File: src/ppd_pkg.sv
// Package for the packed pattern event decoder: result word type, register
// indexes, widths and clamp limits. Depends on nothing; all other sources use it.
`timescale 1ns / 1ps

package ppd_pkg;

  // Field widths of the byte and result channels.
  localparam int unsigned ByteW    = 8;
  localparam int unsigned RowW     = 10;
  localparam int unsigned ChanW    = 5;
  localparam int unsigned MaskW    = 6;
  localparam int unsigned ChanCntW = 8;
  localparam int unsigned FlagW    = 7;
  localparam int unsigned FieldsW  = MaskW * ByteW;

  // Configuration port.
  localparam int unsigned CfgIdxW   = 1;
  localparam int unsigned CfgDataW  = 10;
  localparam int unsigned ChanRegW  = 6;
  localparam int unsigned RowRegW   = 10;

  localparam logic [CfgIdxW-1:0] RegChannelCount = 1'b0;
  localparam logic [CfgIdxW-1:0] RegRowCount     = 1'b1;

  localparam logic [ChanRegW-1:0] ChannelCountReset = 6'd32;
  localparam logic [RowRegW-1:0]  RowCountReset     = 10'd64;

  // Upper limits that the register values are clamped to.
  localparam logic [ChanCntW-1:0] MaxChannelCount = 8'd32;
  localparam logic [RowW-1:0]     MaxRowCount     = 10'd999;

  // Saturation point of the channel counter.
  localparam logic [ChanCntW-1:0] ChannelSat = 8'hff;

  // A fresh event starts with the note empty and every other field zero.
  localparam logic [FieldsW-1:0] FieldsInit = {{(FieldsW - ByteW){1'b0}}, 8'hff};

  // Depth of the queue between the decoder and the output stage.
  localparam int unsigned QueueDepth = 2;

  // One result word.
  typedef struct packed {
    logic               event_valid;
    logic [RowW-1:0]    row_index;
    logic [ChanW-1:0]   channel_index;
    logic [MaskW-1:0]   present_mask;
    logic [FieldsW-1:0] fields;        // byte k holds field k, note in byte 0
    logic               pattern_end;
  } result_t;

  // Queue status seen by the output stage.
  typedef struct packed {
    logic    empty;
    result_t head;
  } q_status_t;

endpackage

File: src/ppd_if.sv
// Channel interfaces of the packed pattern event decoder: the byte input
// channel and the result channel. Depends on ppd_pkg for field widths.
`timescale 1ns / 1ps

interface ppd_byte_if;
  logic                      valid;
  logic                      ready;
  logic [ppd_pkg::ByteW-1:0] data_byte;
  logic                      last_byte;

  modport source (output valid, output data_byte, output last_byte, input ready);
  modport sink   (input valid, input data_byte, input last_byte, output ready);
endinterface

interface ppd_event_if;
  logic                       valid;
  logic                       ready;
  logic                       event_valid;
  logic [ppd_pkg::RowW-1:0]   row_index;
  logic [ppd_pkg::ChanW-1:0]  channel_index;
  logic [ppd_pkg::MaskW-1:0]  present_mask;
  logic [ppd_pkg::ByteW-1:0]  note_value;
  logic [ppd_pkg::ByteW-1:0]  instrument_value;
  logic [ppd_pkg::ByteW-1:0]  first_command;
  logic [ppd_pkg::ByteW-1:0]  first_param;
  logic [ppd_pkg::ByteW-1:0]  second_command;
  logic [ppd_pkg::ByteW-1:0]  second_param;
  logic                       pattern_end;

  modport source (
    output valid, output event_valid, output row_index, output channel_index,
    output present_mask, output note_value, output instrument_value,
    output first_command, output first_param, output second_command,
    output second_param, output pattern_end, input ready
  );
  modport sink (
    input valid, input event_valid, input row_index, input channel_index,
    input present_mask, input note_value, input instrument_value,
    input first_command, input first_param, input second_command,
    input second_param, input pattern_end, output ready
  );
endinterface

File: src/ppd_front.sv
// Front end of the decoder: holds the configuration and parse state, decodes
// one pattern byte per accepted cycle, pushes result words; depends on ppd_pkg.
`timescale 1ns / 1ps

module ppd_front (
  input  logic                         clk_i,
  input  logic                         rst_ni,
  input  logic                         cfg_we_i,
  input  logic [ppd_pkg::CfgIdxW-1:0]  cfg_idx_i,
  input  logic [ppd_pkg::CfgDataW-1:0] cfg_data_i,
  input  logic                         accept_i,
  input  logic [ppd_pkg::ByteW-1:0]    data_byte_i,
  input  logic                         last_byte_i,
  output logic                         push_o,
  output ppd_pkg::result_t             result_o
);
  import ppd_pkg::*;

  logic [ChanRegW-1:0] chan_cnt_q;
  logic [RowRegW-1:0]  row_cnt_q;
  logic [RowW-1:0]     row_q, row_d;
  logic [ChanCntW-1:0] chan_q, chan_d;
  logic [FlagW-1:0]    pend_q, pend_d;
  logic                in_event_q, in_event_d;
  logic [FieldsW-1:0]  fields_q, fields_d;
  logic [MaskW-1:0]    mask_q, mask_d;

  logic [ChanCntW-1:0] eff_chan;
  logic [RowW-1:0]     eff_rows;
  logic [FlagW-1:0]    low_flag;
  logic                done;
  logic                got;
  result_t             res;

  // Clamp the registers to the supported limits.
  assign eff_chan = ({2'b00, chan_cnt_q} < MaxChannelCount) ? {2'b00, chan_cnt_q}
                                                            : MaxChannelCount;
  assign eff_rows = (row_cnt_q < MaxRowCount) ? row_cnt_q : MaxRowCount;

  // Lowest flag bit still to be served selects what the byte is.
  assign low_flag = pend_q & (~pend_q + 7'd1);

  // Next parse state and the result word for this byte.
  always_comb begin
    row_d      = row_q;
    chan_d     = chan_q;
    pend_d     = pend_q;
    in_event_d = in_event_q;
    fields_d   = fields_q;
    mask_d     = mask_q;
    done       = 1'b0;
    got        = 1'b0;
    res        = '0;

    if (row_q < eff_rows) begin
      if (!in_event_q) begin
        if (data_byte_i == '0) begin
          // End of row.
          chan_d = '0;
          row_d  = row_q + 10'd1;
        end else begin
          // Flag byte opens an event.
          in_event_d = 1'b1;
          pend_d     = data_byte_i[FlagW-1:0];
          fields_d   = FieldsInit;
          mask_d     = '0;
          done       = (data_byte_i[FlagW-1:0] == '0);
        end
      end else begin
        // Data byte for the announced field.
        if (low_flag[0]) begin
          chan_d = data_byte_i;
        end
        for (int k = 0; k < MaskW; k++) begin
          if (low_flag[k+1]) begin
            fields_d[k*ByteW +: ByteW] = data_byte_i;
            mask_d[k]                  = 1'b1;
          end
        end
        pend_d = pend_q & ~low_flag;
        done   = (pend_d == '0);
      end

      // A complete event goes out if its channel is in range.
      if (done) begin
        if (chan_d < eff_chan) begin
          res.event_valid   = 1'b1;
          res.row_index     = row_d;
          res.channel_index = chan_d[ChanW-1:0];
          res.present_mask  = mask_d;
          res.fields        = fields_d;
          got               = 1'b1;
        end
        if (chan_d != ChannelSat) begin
          chan_d = chan_d + 8'd1;
        end
        in_event_d = 1'b0;
      end
    end

    // The last byte flushes a partial event and clears the state.
    if (last_byte_i) begin
      if (in_event_d && (chan_d < eff_chan)) begin
        res.event_valid   = 1'b1;
        res.row_index     = row_d;
        res.channel_index = chan_d[ChanW-1:0];
        res.present_mask  = mask_d;
        res.fields        = fields_d;
      end
      res.pattern_end = 1'b1;
      got             = 1'b1;
      row_d           = '0;
      chan_d          = '0;
      pend_d          = '0;
      in_event_d      = 1'b0;
      fields_d        = '0;
      mask_d          = '0;
    end
  end

  assign push_o   = accept_i && got;
  assign result_o = res;

  // Configuration registers and parse state.
  always_ff @(posedge clk_i or negedge rst_ni) begin
    if (!rst_ni) begin
      chan_cnt_q <= ChannelCountReset;
      row_cnt_q  <= RowCountReset;
      row_q      <= '0;
      chan_q     <= '0;
      pend_q     <= '0;
      in_event_q <= 1'b0;
      fields_q   <= '0;
      mask_q     <= '0;
    end else begin
      if (cfg_we_i) begin
        unique case (cfg_idx_i)
          RegChannelCount: chan_cnt_q <= cfg_data_i[ChanRegW-1:0];
          RegRowCount:     row_cnt_q  <= cfg_data_i[RowRegW-1:0];
          default: ;
        endcase
      end
      if (accept_i) begin
        row_q      <= row_d;
        chan_q     <= chan_d;
        pend_q     <= pend_d;
        in_event_q <= in_event_d;
        fields_q   <= fields_d;
        mask_q     <= mask_d;
      end
    end
  end

endmodule

File: src/ppd_queue.sv
// Short result queue between the decoder front end and the output stage.
// Depends on ppd_pkg for the result word and the queue depth.
`timescale 1ns / 1ps

module ppd_queue (
  input  logic               clk_i,
  input  logic               rst_ni,
  input  logic               push_i,
  input  ppd_pkg::result_t   data_i,
  input  logic               pop_i,
  output logic               full_o,
  output ppd_pkg::q_status_t status_o
);
  import ppd_pkg::*;

  localparam int unsigned PtrW = (QueueDepth > 1) ? $clog2(QueueDepth) : 1;
  localparam int unsigned CntW = $clog2(QueueDepth + 1);
  localparam logic [CntW-1:0] DepthC = CntW'(QueueDepth);
  localparam logic [PtrW-1:0] LastPtr = PtrW'(QueueDepth - 1);

  result_t         mem_q [QueueDepth];
  logic [PtrW-1:0] wr_ptr_q, rd_ptr_q;
  logic [CntW-1:0] count_q;
  logic            do_pop;

  assign full_o         = (count_q == DepthC);
  assign do_pop         = pop_i && (count_q != '0);
  assign status_o.empty = (count_q == '0);
  assign status_o.head  = mem_q[rd_ptr_q];

  // Storage; entries need no reset.
  always_ff @(posedge clk_i) begin
    if (push_i) begin
      mem_q[wr_ptr_q] <= data_i;
    end
  end

  // Pointers and fill count.
  always_ff @(posedge clk_i or negedge rst_ni) begin
    if (!rst_ni) begin
      wr_ptr_q <= '0;
      rd_ptr_q <= '0;
      count_q  <= '0;
    end else begin
      if (push_i) begin
        wr_ptr_q <= (wr_ptr_q == LastPtr) ? '0 : wr_ptr_q + PtrW'(1);
      end
      if (do_pop) begin
        rd_ptr_q <= (rd_ptr_q == LastPtr) ? '0 : rd_ptr_q + PtrW'(1);
      end
      if (push_i && !do_pop) begin
        count_q <= count_q + CntW'(1);
      end else if (do_pop && !push_i) begin
        count_q <= count_q - CntW'(1);
      end
    end
  end

endmodule

File: src/ppd_back.sv
// Output stage: takes words from the queue into a register and drives the
// result channel. Depends on ppd_pkg and the ppd_event_if interface.
`timescale 1ns / 1ps

module ppd_back (
  input  logic               clk_i,
  input  logic               rst_ni,
  input  ppd_pkg::q_status_t status_i,
  output logic               pop_o,
  ppd_event_if.source        event_o
);
  import ppd_pkg::*;

  logic    valid_q;
  result_t out_q;

  // Load a new word whenever the output register is free or being taken.
  assign pop_o = !status_i.empty && (!valid_q || event_o.ready);

  always_ff @(posedge clk_i or negedge rst_ni) begin
    if (!rst_ni) begin
      valid_q <= 1'b0;
    end else if (!valid_q || event_o.ready) begin
      valid_q <= !status_i.empty;
    end
  end

  always_ff @(posedge clk_i) begin
    if (pop_o) begin
      out_q <= status_i.head;
    end
  end

  // Drive the result channel from the output register.
  assign event_o.valid            = valid_q;
  assign event_o.event_valid      = out_q.event_valid;
  assign event_o.row_index        = out_q.row_index;
  assign event_o.channel_index    = out_q.channel_index;
  assign event_o.present_mask     = out_q.present_mask;
  assign event_o.note_value       = out_q.fields[0*ByteW +: ByteW];
  assign event_o.instrument_value = out_q.fields[1*ByteW +: ByteW];
  assign event_o.first_command    = out_q.fields[2*ByteW +: ByteW];
  assign event_o.first_param      = out_q.fields[3*ByteW +: ByteW];
  assign event_o.second_command   = out_q.fields[4*ByteW +: ByteW];
  assign event_o.second_param     = out_q.fields[5*ByteW +: ByteW];
  assign event_o.pattern_end      = out_q.pattern_end;

endmodule

File: src/packed_pattern_event_decoder.sv
// Packed pattern event decoder.
// Bytes arrive on byte_i (data_byte, last_byte) with a valid/ready handshake;
// each accepted word yields zero or one result word on event_o. A result
// carries a decoded event (event_valid set) and/or the end-of-pattern mark.
// Configuration (channel count at index 0, row count at index 1) is written
// through cfg_we_i/cfg_idx_i/cfg_data_i; the user must write it only while
// the block is idle, as the block itself does not enforce this.
// Throughput: one byte per cycle, sustained; byte_i.ready drops only while
// the two-entry result queue is full.
// A byte's result word is written into the queue at the edge that accepts
// the byte, then moves into the output register, from which the receiver
// takes it.
// Reset clears the parse state, empties the queue and sets the channel count
// to 32 and the row count to 64.
// When the receiver stalls, the output register holds its word, the queue
// fills, and once it is full the block stops taking bytes; nothing is lost.
`timescale 1ns / 1ps

module packed_pattern_event_decoder (
  input  logic                         clk_i,
  input  logic                         rst_ni,
  input  logic                         cfg_we_i,
  input  logic [ppd_pkg::CfgIdxW-1:0]  cfg_idx_i,
  input  logic [ppd_pkg::CfgDataW-1:0] cfg_data_i,
  ppd_byte_if.sink                     byte_i,
  ppd_event_if.source                  event_o
);
  import ppd_pkg::*;

  logic      accept;
  logic      push;
  logic      pop;
  logic      full;
  result_t   result;
  q_status_t q_status;

  // Bytes are taken whenever the queue has room.
  assign byte_i.ready = !full;
  assign accept       = byte_i.valid && !full;

  ppd_front u_front (
    .clk_i       (clk_i),
    .rst_ni      (rst_ni),
    .cfg_we_i    (cfg_we_i),
    .cfg_idx_i   (cfg_idx_i),
    .cfg_data_i  (cfg_data_i),
    .accept_i    (accept),
    .data_byte_i (byte_i.data_byte),
    .last_byte_i (byte_i.last_byte),
    .push_o      (push),
    .result_o    (result)
  );

  ppd_queue u_queue (
    .clk_i    (clk_i),
    .rst_ni   (rst_ni),
    .push_i   (push),
    .data_i   (result),
    .pop_i    (pop),
    .full_o   (full),
    .status_o (q_status)
  );

  ppd_back u_back (
    .clk_i    (clk_i),
    .rst_ni   (rst_ni),
    .status_i (q_status),
    .pop_o    (pop),
    .event_o  (event_o)
  );

endmodule

File: src/flat_wrapper.sv
// flat-port wrapper written by rule: the top's interface ports become plain ports
module packed_pattern_event_decoder_flat import ppd_pkg::*;
  (clk_i, rst_ni, cfg_we_i, cfg_idx_i, cfg_data_i, byte_i_valid, byte_i_data_byte, byte_i_last_byte, byte_i_ready, event_o_valid, event_o_event_valid, event_o_row_index, event_o_channel_index, event_o_present_mask, event_o_note_value, event_o_instrument_value, event_o_first_command, event_o_first_param, event_o_second_command, event_o_second_param, event_o_pattern_end, event_o_ready);
  ppd_byte_if byte_i_i ();
  ppd_event_if event_o_i ();
  input  logic clk_i;
  input  logic rst_ni;
  input  logic cfg_we_i;
  input  logic [ppd_pkg::CfgIdxW-1:0] cfg_idx_i;
  input  logic [ppd_pkg::CfgDataW-1:0] cfg_data_i;
  input wire logic [$bits(byte_i_i.valid)-1:0] byte_i_valid;
  input wire logic [$bits(byte_i_i.data_byte)-1:0] byte_i_data_byte;
  input wire logic [$bits(byte_i_i.last_byte)-1:0] byte_i_last_byte;
  output wire logic [$bits(byte_i_i.ready)-1:0] byte_i_ready;
  output wire logic [$bits(event_o_i.valid)-1:0] event_o_valid;
  output wire logic [$bits(event_o_i.event_valid)-1:0] event_o_event_valid;
  output wire logic [$bits(event_o_i.row_index)-1:0] event_o_row_index;
  output wire logic [$bits(event_o_i.channel_index)-1:0] event_o_channel_index;
  output wire logic [$bits(event_o_i.present_mask)-1:0] event_o_present_mask;
  output wire logic [$bits(event_o_i.note_value)-1:0] event_o_note_value;
  output wire logic [$bits(event_o_i.instrument_value)-1:0] event_o_instrument_value;
  output wire logic [$bits(event_o_i.first_command)-1:0] event_o_first_command;
  output wire logic [$bits(event_o_i.first_param)-1:0] event_o_first_param;
  output wire logic [$bits(event_o_i.second_command)-1:0] event_o_second_command;
  output wire logic [$bits(event_o_i.second_param)-1:0] event_o_second_param;
  output wire logic [$bits(event_o_i.pattern_end)-1:0] event_o_pattern_end;
  input wire logic [$bits(event_o_i.ready)-1:0] event_o_ready;
  assign byte_i_i.valid = byte_i_valid;
  assign byte_i_i.data_byte = byte_i_data_byte;
  assign byte_i_i.last_byte = byte_i_last_byte;
  assign byte_i_ready = byte_i_i.ready;
  assign event_o_valid = event_o_i.valid;
  assign event_o_event_valid = event_o_i.event_valid;
  assign event_o_row_index = event_o_i.row_index;
  assign event_o_channel_index = event_o_i.channel_index;
  assign event_o_present_mask = event_o_i.present_mask;
  assign event_o_note_value = event_o_i.note_value;
  assign event_o_instrument_value = event_o_i.instrument_value;
  assign event_o_first_command = event_o_i.first_command;
  assign event_o_first_param = event_o_i.first_param;
  assign event_o_second_command = event_o_i.second_command;
  assign event_o_second_param = event_o_i.second_param;
  assign event_o_pattern_end = event_o_i.pattern_end;
  assign event_o_i.ready = event_o_ready;
  packed_pattern_event_decoder u_core (.clk_i(clk_i), .rst_ni(rst_ni), .cfg_we_i(cfg_we_i), .cfg_idx_i(cfg_idx_i), .cfg_data_i(cfg_data_i), .byte_i(byte_i_i), .event_o(event_o_i));
endmodule
File: config.mk
export PLATFORM = sky130hd
export DESIGN_NAME = packed_pattern_event_decoder_flat
export DESIGN_NICKNAME = d
export VERILOG_FILES = /design/src/ppd_pkg.sv /design/src/ppd_if.sv /design/src/ppd_front.sv /design/src/ppd_queue.sv /design/src/ppd_back.sv /design/src/packed_pattern_event_decoder.sv /design/src/flat_wrapper.sv
export SDC_FILE = /design/constraint.sdc
export NUM_CORES = 1
export LEC_CHECK = 0
export ABC_AREA = 1
export BUFFER_PORTS_ARGS = -buffer_cell sky130_fd_sc_hd__clkbuf_2
export CAP_MARGIN = 10
export CORE_ASPECT_RATIO = 1.5
export CORE_MARGIN = 2
export CORE_UTILIZATION = 30
export CTS_BUF_LIST = sky130_fd_sc_hd__clkbuf_16
export DETAILED_ROUTE_END_ITERATION = 8
export MAX_ROUTING_LAYER = met4
export PLACE_DENSITY = 0.44
export REMOVE_ABC_BUFFERS = 1
export SYNTH_ARGS = -nofsm -noshare
export SYNTH_HDL_FRONTEND = slang
export SYNTH_HIERARCHICAL = 1
export SYNTH_SLANG_ARGS = --single-unit
File: constraint.sdc
create_clock -name clk_i -period 6.1 [get_ports clk_i]
set_input_delay 0.61 -clock clk_i [delete_from_list [all_inputs] [get_ports clk_i]]
set_output_delay 0.61 -clock clk_i [all_outputs]
set_load 0.05 [all_outputs]
After elaboration in Yosys (flattened, before gate mapping)
Memories as Yosys holds them, arrays and structs flattened. A register that Yosys moved wholly into a read port is not among the register bits.
Index checks and enable logic that the tools add are counted.
Word-level totals
  output and inout port bits: 73
  logic and storage cells: 117
  bits in writable memories: 142
  bits of input ports: 25
  memories: 1
  register bits after elaboration: 101
Cells by class
  add/sub/neg operators: 7
  order comparisons: 5
  muxes and demuxes: 61
  equal/unequal tests: 3
  bitwise logic cells: 5
  reductions and logical operators: 23
Memories
  u_core.u_queue.mem_q: words 2, bits a word 71, read ports 1, clocked after memory_dff 1, write ports 1, line ppd_queue.sv:21  | result_t mem_q [QueueDepth];
Operators by type and width (number)
  70-bit two-way mux: 4
  48-bit two-way mux: 4
  8-bit two-way mux: 14
  71-bit two-way mux: 1
  10-bit two-way mux: 5
  6-bit two-way mux: 5
  7-bit two-way mux: 4
  1-bit two-way mux: 22
  8-bit by 6-bit < comparator with 1-bit output: 2
  7-bit bitwise AND: 2
  7-bit zero test: 2
  7-bit NOT: 2
  10-bit by 1-bit adder with 10-bit output (second input constant): 1
  10-bit < comparator: 1
  10-bit < comparator (second input constant): 1
  8-bit by 1-bit adder with 8-bit output (second input constant): 1
  8-bit zero test: 1
  8-bit inequality test (second input constant): 1
  7-bit by 1-bit adder with 7-bit output (second input constant): 1
  1-bit logical AND: 7
  6-bit < comparator (second input constant): 1
  2-bit nonzero test: 3
  1-bit zero test: 5
  2-bit two-way mux: 2
  other kinds (10): 12

Longest topological paths before layout
  depth after elaboration: 16
  mapped depth: 25

Modules after synthesis
Netlist, hierarchy kept.
By module, submodules not included
  ppd_front: instances 1, area each 7418.4 um^2, sequential area each 2404.8 um^2, cells each 1127
  ppd_queue: instances 1, area each 5425.2 um^2, sequential area each 4364.2 um^2, cells each 398
  ppd_back: instances 1, area each 2177.1 um^2, sequential area each 2157.1 um^2, cells each 76
  packed_pattern_event_decoder: instances 1, area each 13.8 um^2, sequential area each 0.0 um^2, cells each 3

Least setup slack after synthesis
Ideal clock, no wire load.
  path kind: in2reg
  start: input byte_i_data_byte[4]
  end: memory u_core/u_queue/mem_q[0][0] in the netlist's numbering (enable)
  setup slack: -100 ps
  buffers on the path: 2
  stages on the path: 17
  library setup time: 500 ps
  arrival time: 5699 ps
  cells stage by stage: nor2_1 > nand2_1 > nor2_1 > nand2_1 > buf_4 > nand2_1 > inv_1 > ha_1 > a21boi_1 > o211ai_2 > nand2_1 > a31oi_2 > nand2_1 > clkbuf_1 > a21oi_1 > inv_1 > nor2_1
Between the ends
  cells in the longest elaborated chain, start to end: 12
  elaborated cells between the ends (all ways): 17
  those cells by class: order compare (1); mux (13); reduce/logical (3)
Ends and longest elaborated chain
  from (decl): line flat_wrapper.sv:12  | input wire logic [$bits(byte_i_i.data_byte)-1:0] byte_i_data_byte;
  8-bit zero test: line ppd_front.sv:57  | if (data_byte_i == '0) begin
  8-bit two-way mux: line ppd_front.sv:57
  8-bit two-way mux: line ppd_front.sv:56  | if (!in_event_q) begin
  8-bit two-way mux: line ppd_front.sv:55  | if (row_q < eff_rows) begin
  8-bit by 6-bit < comparator with 1-bit output: line ppd_front.sv:86  | if (chan_d < eff_chan) begin
  1-bit two-way mux: line ppd_front.sv:86
  1-bit two-way mux (*): line ppd_front.sv:85  | if (done) begin
  1-bit two-way mux (*): line ppd_front.sv:55
  1-bit two-way mux (*): line ppd_front.sv:102  | if (last_byte_i) begin
  1-bit logical AND (*): line ppd_front.sv:121  | assign push_o = accept_i && got;
  via u_core.push: line packed_pattern_event_decoder.sv:31  | logic push;
  1-bit two-way mux (*): line ppd_queue.sv:33  | if (push_i) begin
  1-bit two-way mux (not written as such) (*): line ppd_queue.sv:34  | mem_q[wr_ptr_q] <= data_i;
  to (decl): line ppd_queue.sv:21
The timed path passes the listed nets; every way through them passes the cells marked *. The select of a mux whose other input is x is not followed.

==> results.tsv <==
metric	value	unit
synth_top_area_share	42.5	%
required	6.47	ns
ctsHoldBuffers	0	
synthesis.area	0.0150	mm2
whs	0.162	ns
synth_seq_cells	314	
die-area	0.0520	mm2
die_y	278	um
grt_pass1_wl	66.5	mm
rsz0062_at_grt	false	
path_common_cell	inv_1	
synth_flop_cell	edfxtp_1	
die_x	187	um
worstMarginPinSlew	1.01	ns
multi_input_comb_area	0.00514	mm2
slowest_stage	buf_4	
status	completed	
hold_viol	0	
setup_viol	0	
synth.area.top_cells	edfxtp_1 43%, dfrtp_1 16%, nand2_1 12%, nand3_1 7.4%, o21ai_0 5.0%	
grt_max_degree	101	
final.period_utilization	77.7	%
drcViolationCount	0	
first_pass_iters	5	
htreeDepth	2	
placed_cell_area	0.0161	mm2
syn_area_per_cell	9.37	um2
tns	0	ns
initial_core_util	30.3	%
worst_setup_path_end_kind	flip-flop	
utilization	34.6	%
slowest_delay	0.50	ns
drtAntennaViolNets	0	
cts_buffers	35	
final_nets	1714	
via_per_inst	4.84	
seqCellArea	0.00893	mm2
clock-sinks	314	
cts_tree	built	
async_flop_share	32.2	%
irDropWorstVdd	0.000352	V
finalMaxSlewViolations	0	
crit_type	reg -> reg	
ioPinCount	98	
skew	0.0219	ns
port_buffers	97	
clockBufferDepth	3	
ys_types	45	
relSlewSlack	32.4	%
coreArea	0.0495	mm2
area_growth	14.1	%
clkTransAtPathRegs	0.06	ns
drv_cap	0	
crit_path_max_fanout	33	
arrival	5.11	ns
p_per_area	534	mW/mm2
ctsResizeCount	0	
clk_latency	0.53	ns
gp_congestion	0.827	
route.vias.total	11400	
grt_pass1_vias	11400	
ys_warn_count	6	
clockRootBuffer	clkbuf_16	
mostFrequentLayoutCell	nand2_1	
hp-class	in -> async	
drive_above_1_share	12.0	%
row_count	100	
final_cell_mix	491 x nand2_1, 221 x nand3_1, 213 x edfxtp_1	
cp-start-kind	flip-flop	
drt_wl_total	42.5	mm
grt_overflow_total	0	
min_period	4.74	ns
synth_edf_count	213	
netlist_instances	1604	
finalInstanceArea	0.0172	mm2
power.leakage	0.00731	uW
synth_seq_area_share	59.4	%
wl_per_cell	18.0	um
dpl.hpwl	25.6	mm
synth.largest_area_cell	edfxtp_1	
fillerInstances	5166	
antenna_found_initial	1	
drt_iter0_drc	688	
gr-usage-all-layers	16.9	%
fmaxAchievable	211	MHz
post_cts_buffers	0	
synth_stat cells (2+ instances only):
cell	number
nand2_1	491
nand3_1	221
edfxtp_1	213
o21ai_0	151
inv_1	127
dfrtp_1	99
o22ai_1	52
nor2_1	38
clkbuf_1	37
ha_1	21
a21oi_1	19
buf_2	15
buf_6	15
xor2_1	12
buf_1	11
buf_4	11
or2_2	11
nand4_1	8
nand2_2	6
o21ai_1	6
inv_2	4
nor3_1	4
o211ai_1	4
a211oi_1	3
dfstp_2	2
nor2_2	2
o2111ai_1	2
or2_1	2
registers in the layout, summed over array words and instances, names as in the netlist, 6 cells and up:
name,count
u_core/u_front/mask_q,6
u_core/u_front/fields_q,48
u_core/u_front/chan_q,8
u_core/u_back/event_o.instrument_value,8
u_core/u_front/chan_cnt_q,6
u_core/u_back/event_o.first_param,8
u_core/u_queue/mem_q,142
u_core/u_back/event_o.first_command,8
u_core/u_front/row_q,10
u_core/u_back/event_o.present_mask,6
u_core/u_front/pend_q,7
u_core/u_back/event_o.note_value,8
u_core/u_back/event_o.second_param,8
u_core/u_back/event_o.second_command,8
u_core/u_back/event_o.row_index,10
u_core/u_front/row_cnt_q,10
cells by family after synthesis:
group                      after synthesis  share of synthesized area [%]
AOI/OAI and AO/OA                      246                           9.10
xor gates and xnor gates                13                          0.757
adders and majority gates               21                           1.75
buffers and inverters                  222                           6.72
DFF                                    314                           59.4
and+or+nand+nor                        788                           22.3
cell type report:
type	instances	share of cell area [%]
timing repair buffer	116	3.82
clock buffer	35	5.10
antenna	1	0.0146
clock inverter	27	1.33
sequential	314	52.0
multi-input combinational	1068	29.9
tap	663	4.83
inverter	133	2.94
path summary, 6_finish.rpt:
kind | endpoint | cells past startpoint | slack, ns | from
worst max-delay path | u_core/u_queue/mem_q[0][31]$_DFFE_PP_ | 25 | 1.36 | u_core/u_front/in_event_q$_DFFE_PN0P_
worst min-delay path | u_core/u_front/row_q[7]$_DFFE_PN0P_ | 1 | 0.16 | rst_ni
worst max register to register | u_core/u_queue/mem_q[0][31]$_DFFE_PP_ | 25 | 1.36 | u_core/u_front/in_event_q$_DFFE_PN0P_
worst min register to register | u_core/u_front/chan_cnt_q[3]$_DFFE_PN0P_ | 2 | 0.49 | u_core/u_front/chan_cnt_q[3]$_DFFE_PN0P_
max in group asynchronous | u_core/u_front/in_event_q$_DFFE_PN0P_ | 2 | 4.69 | rst_ni
min in group clk_i | u_core/u_front/row_cnt_q[6]$_DFFE_PN1P_ | 3 | 0.30 | cfg_data_i[6]
per-layer routing:
| layer | global-route usage [%] | wire (um) | up-vias |
|---|---|---|---|
| li1 | - | - | 5583 |
| met1 | 18.7 | 17100 | 5487 |
| met2 | 30.4 | 21900 | 261 |
| met3 | 2.52 | 1810 | 82 |
| met4 | 7.04 | 1630 | 0 |
| met5 | - | 0 | - |
critical path: cells and delay by family (launching register included):
| family | cells | cell delay (ns) |
|---|---|---|
| flops | 1 | 0.38 |
| buf+inv | 7 | 1.16 |
| fa+ha+maj | 2 | 0.42 |
| compound gates | 5 | 0.87 |
| simple gates | 11 | 1.69 |
metrics by stage:
stage / power (uW) / std cells / worst slack [ns]
floorplan: 5780 / 1515 / -2.53
global placement: 7180 / 2294 / 1.15
detailed placement: 7190 / 2294 / 1.02
CTS: 9320 / 2356 / 1.25
global route: 9720 / 2357 / 0.846
finish: 9160 / 2357 / 1.36
where the power goes:
part           total (uW)  switching (uW)  internal, uW
combinational        3860            3080           780
sequential           3220             226          2990
clock                2090             873          1210
total                9160            4180          4990
No activity file was read; power rests on OpenSTA's default activity.
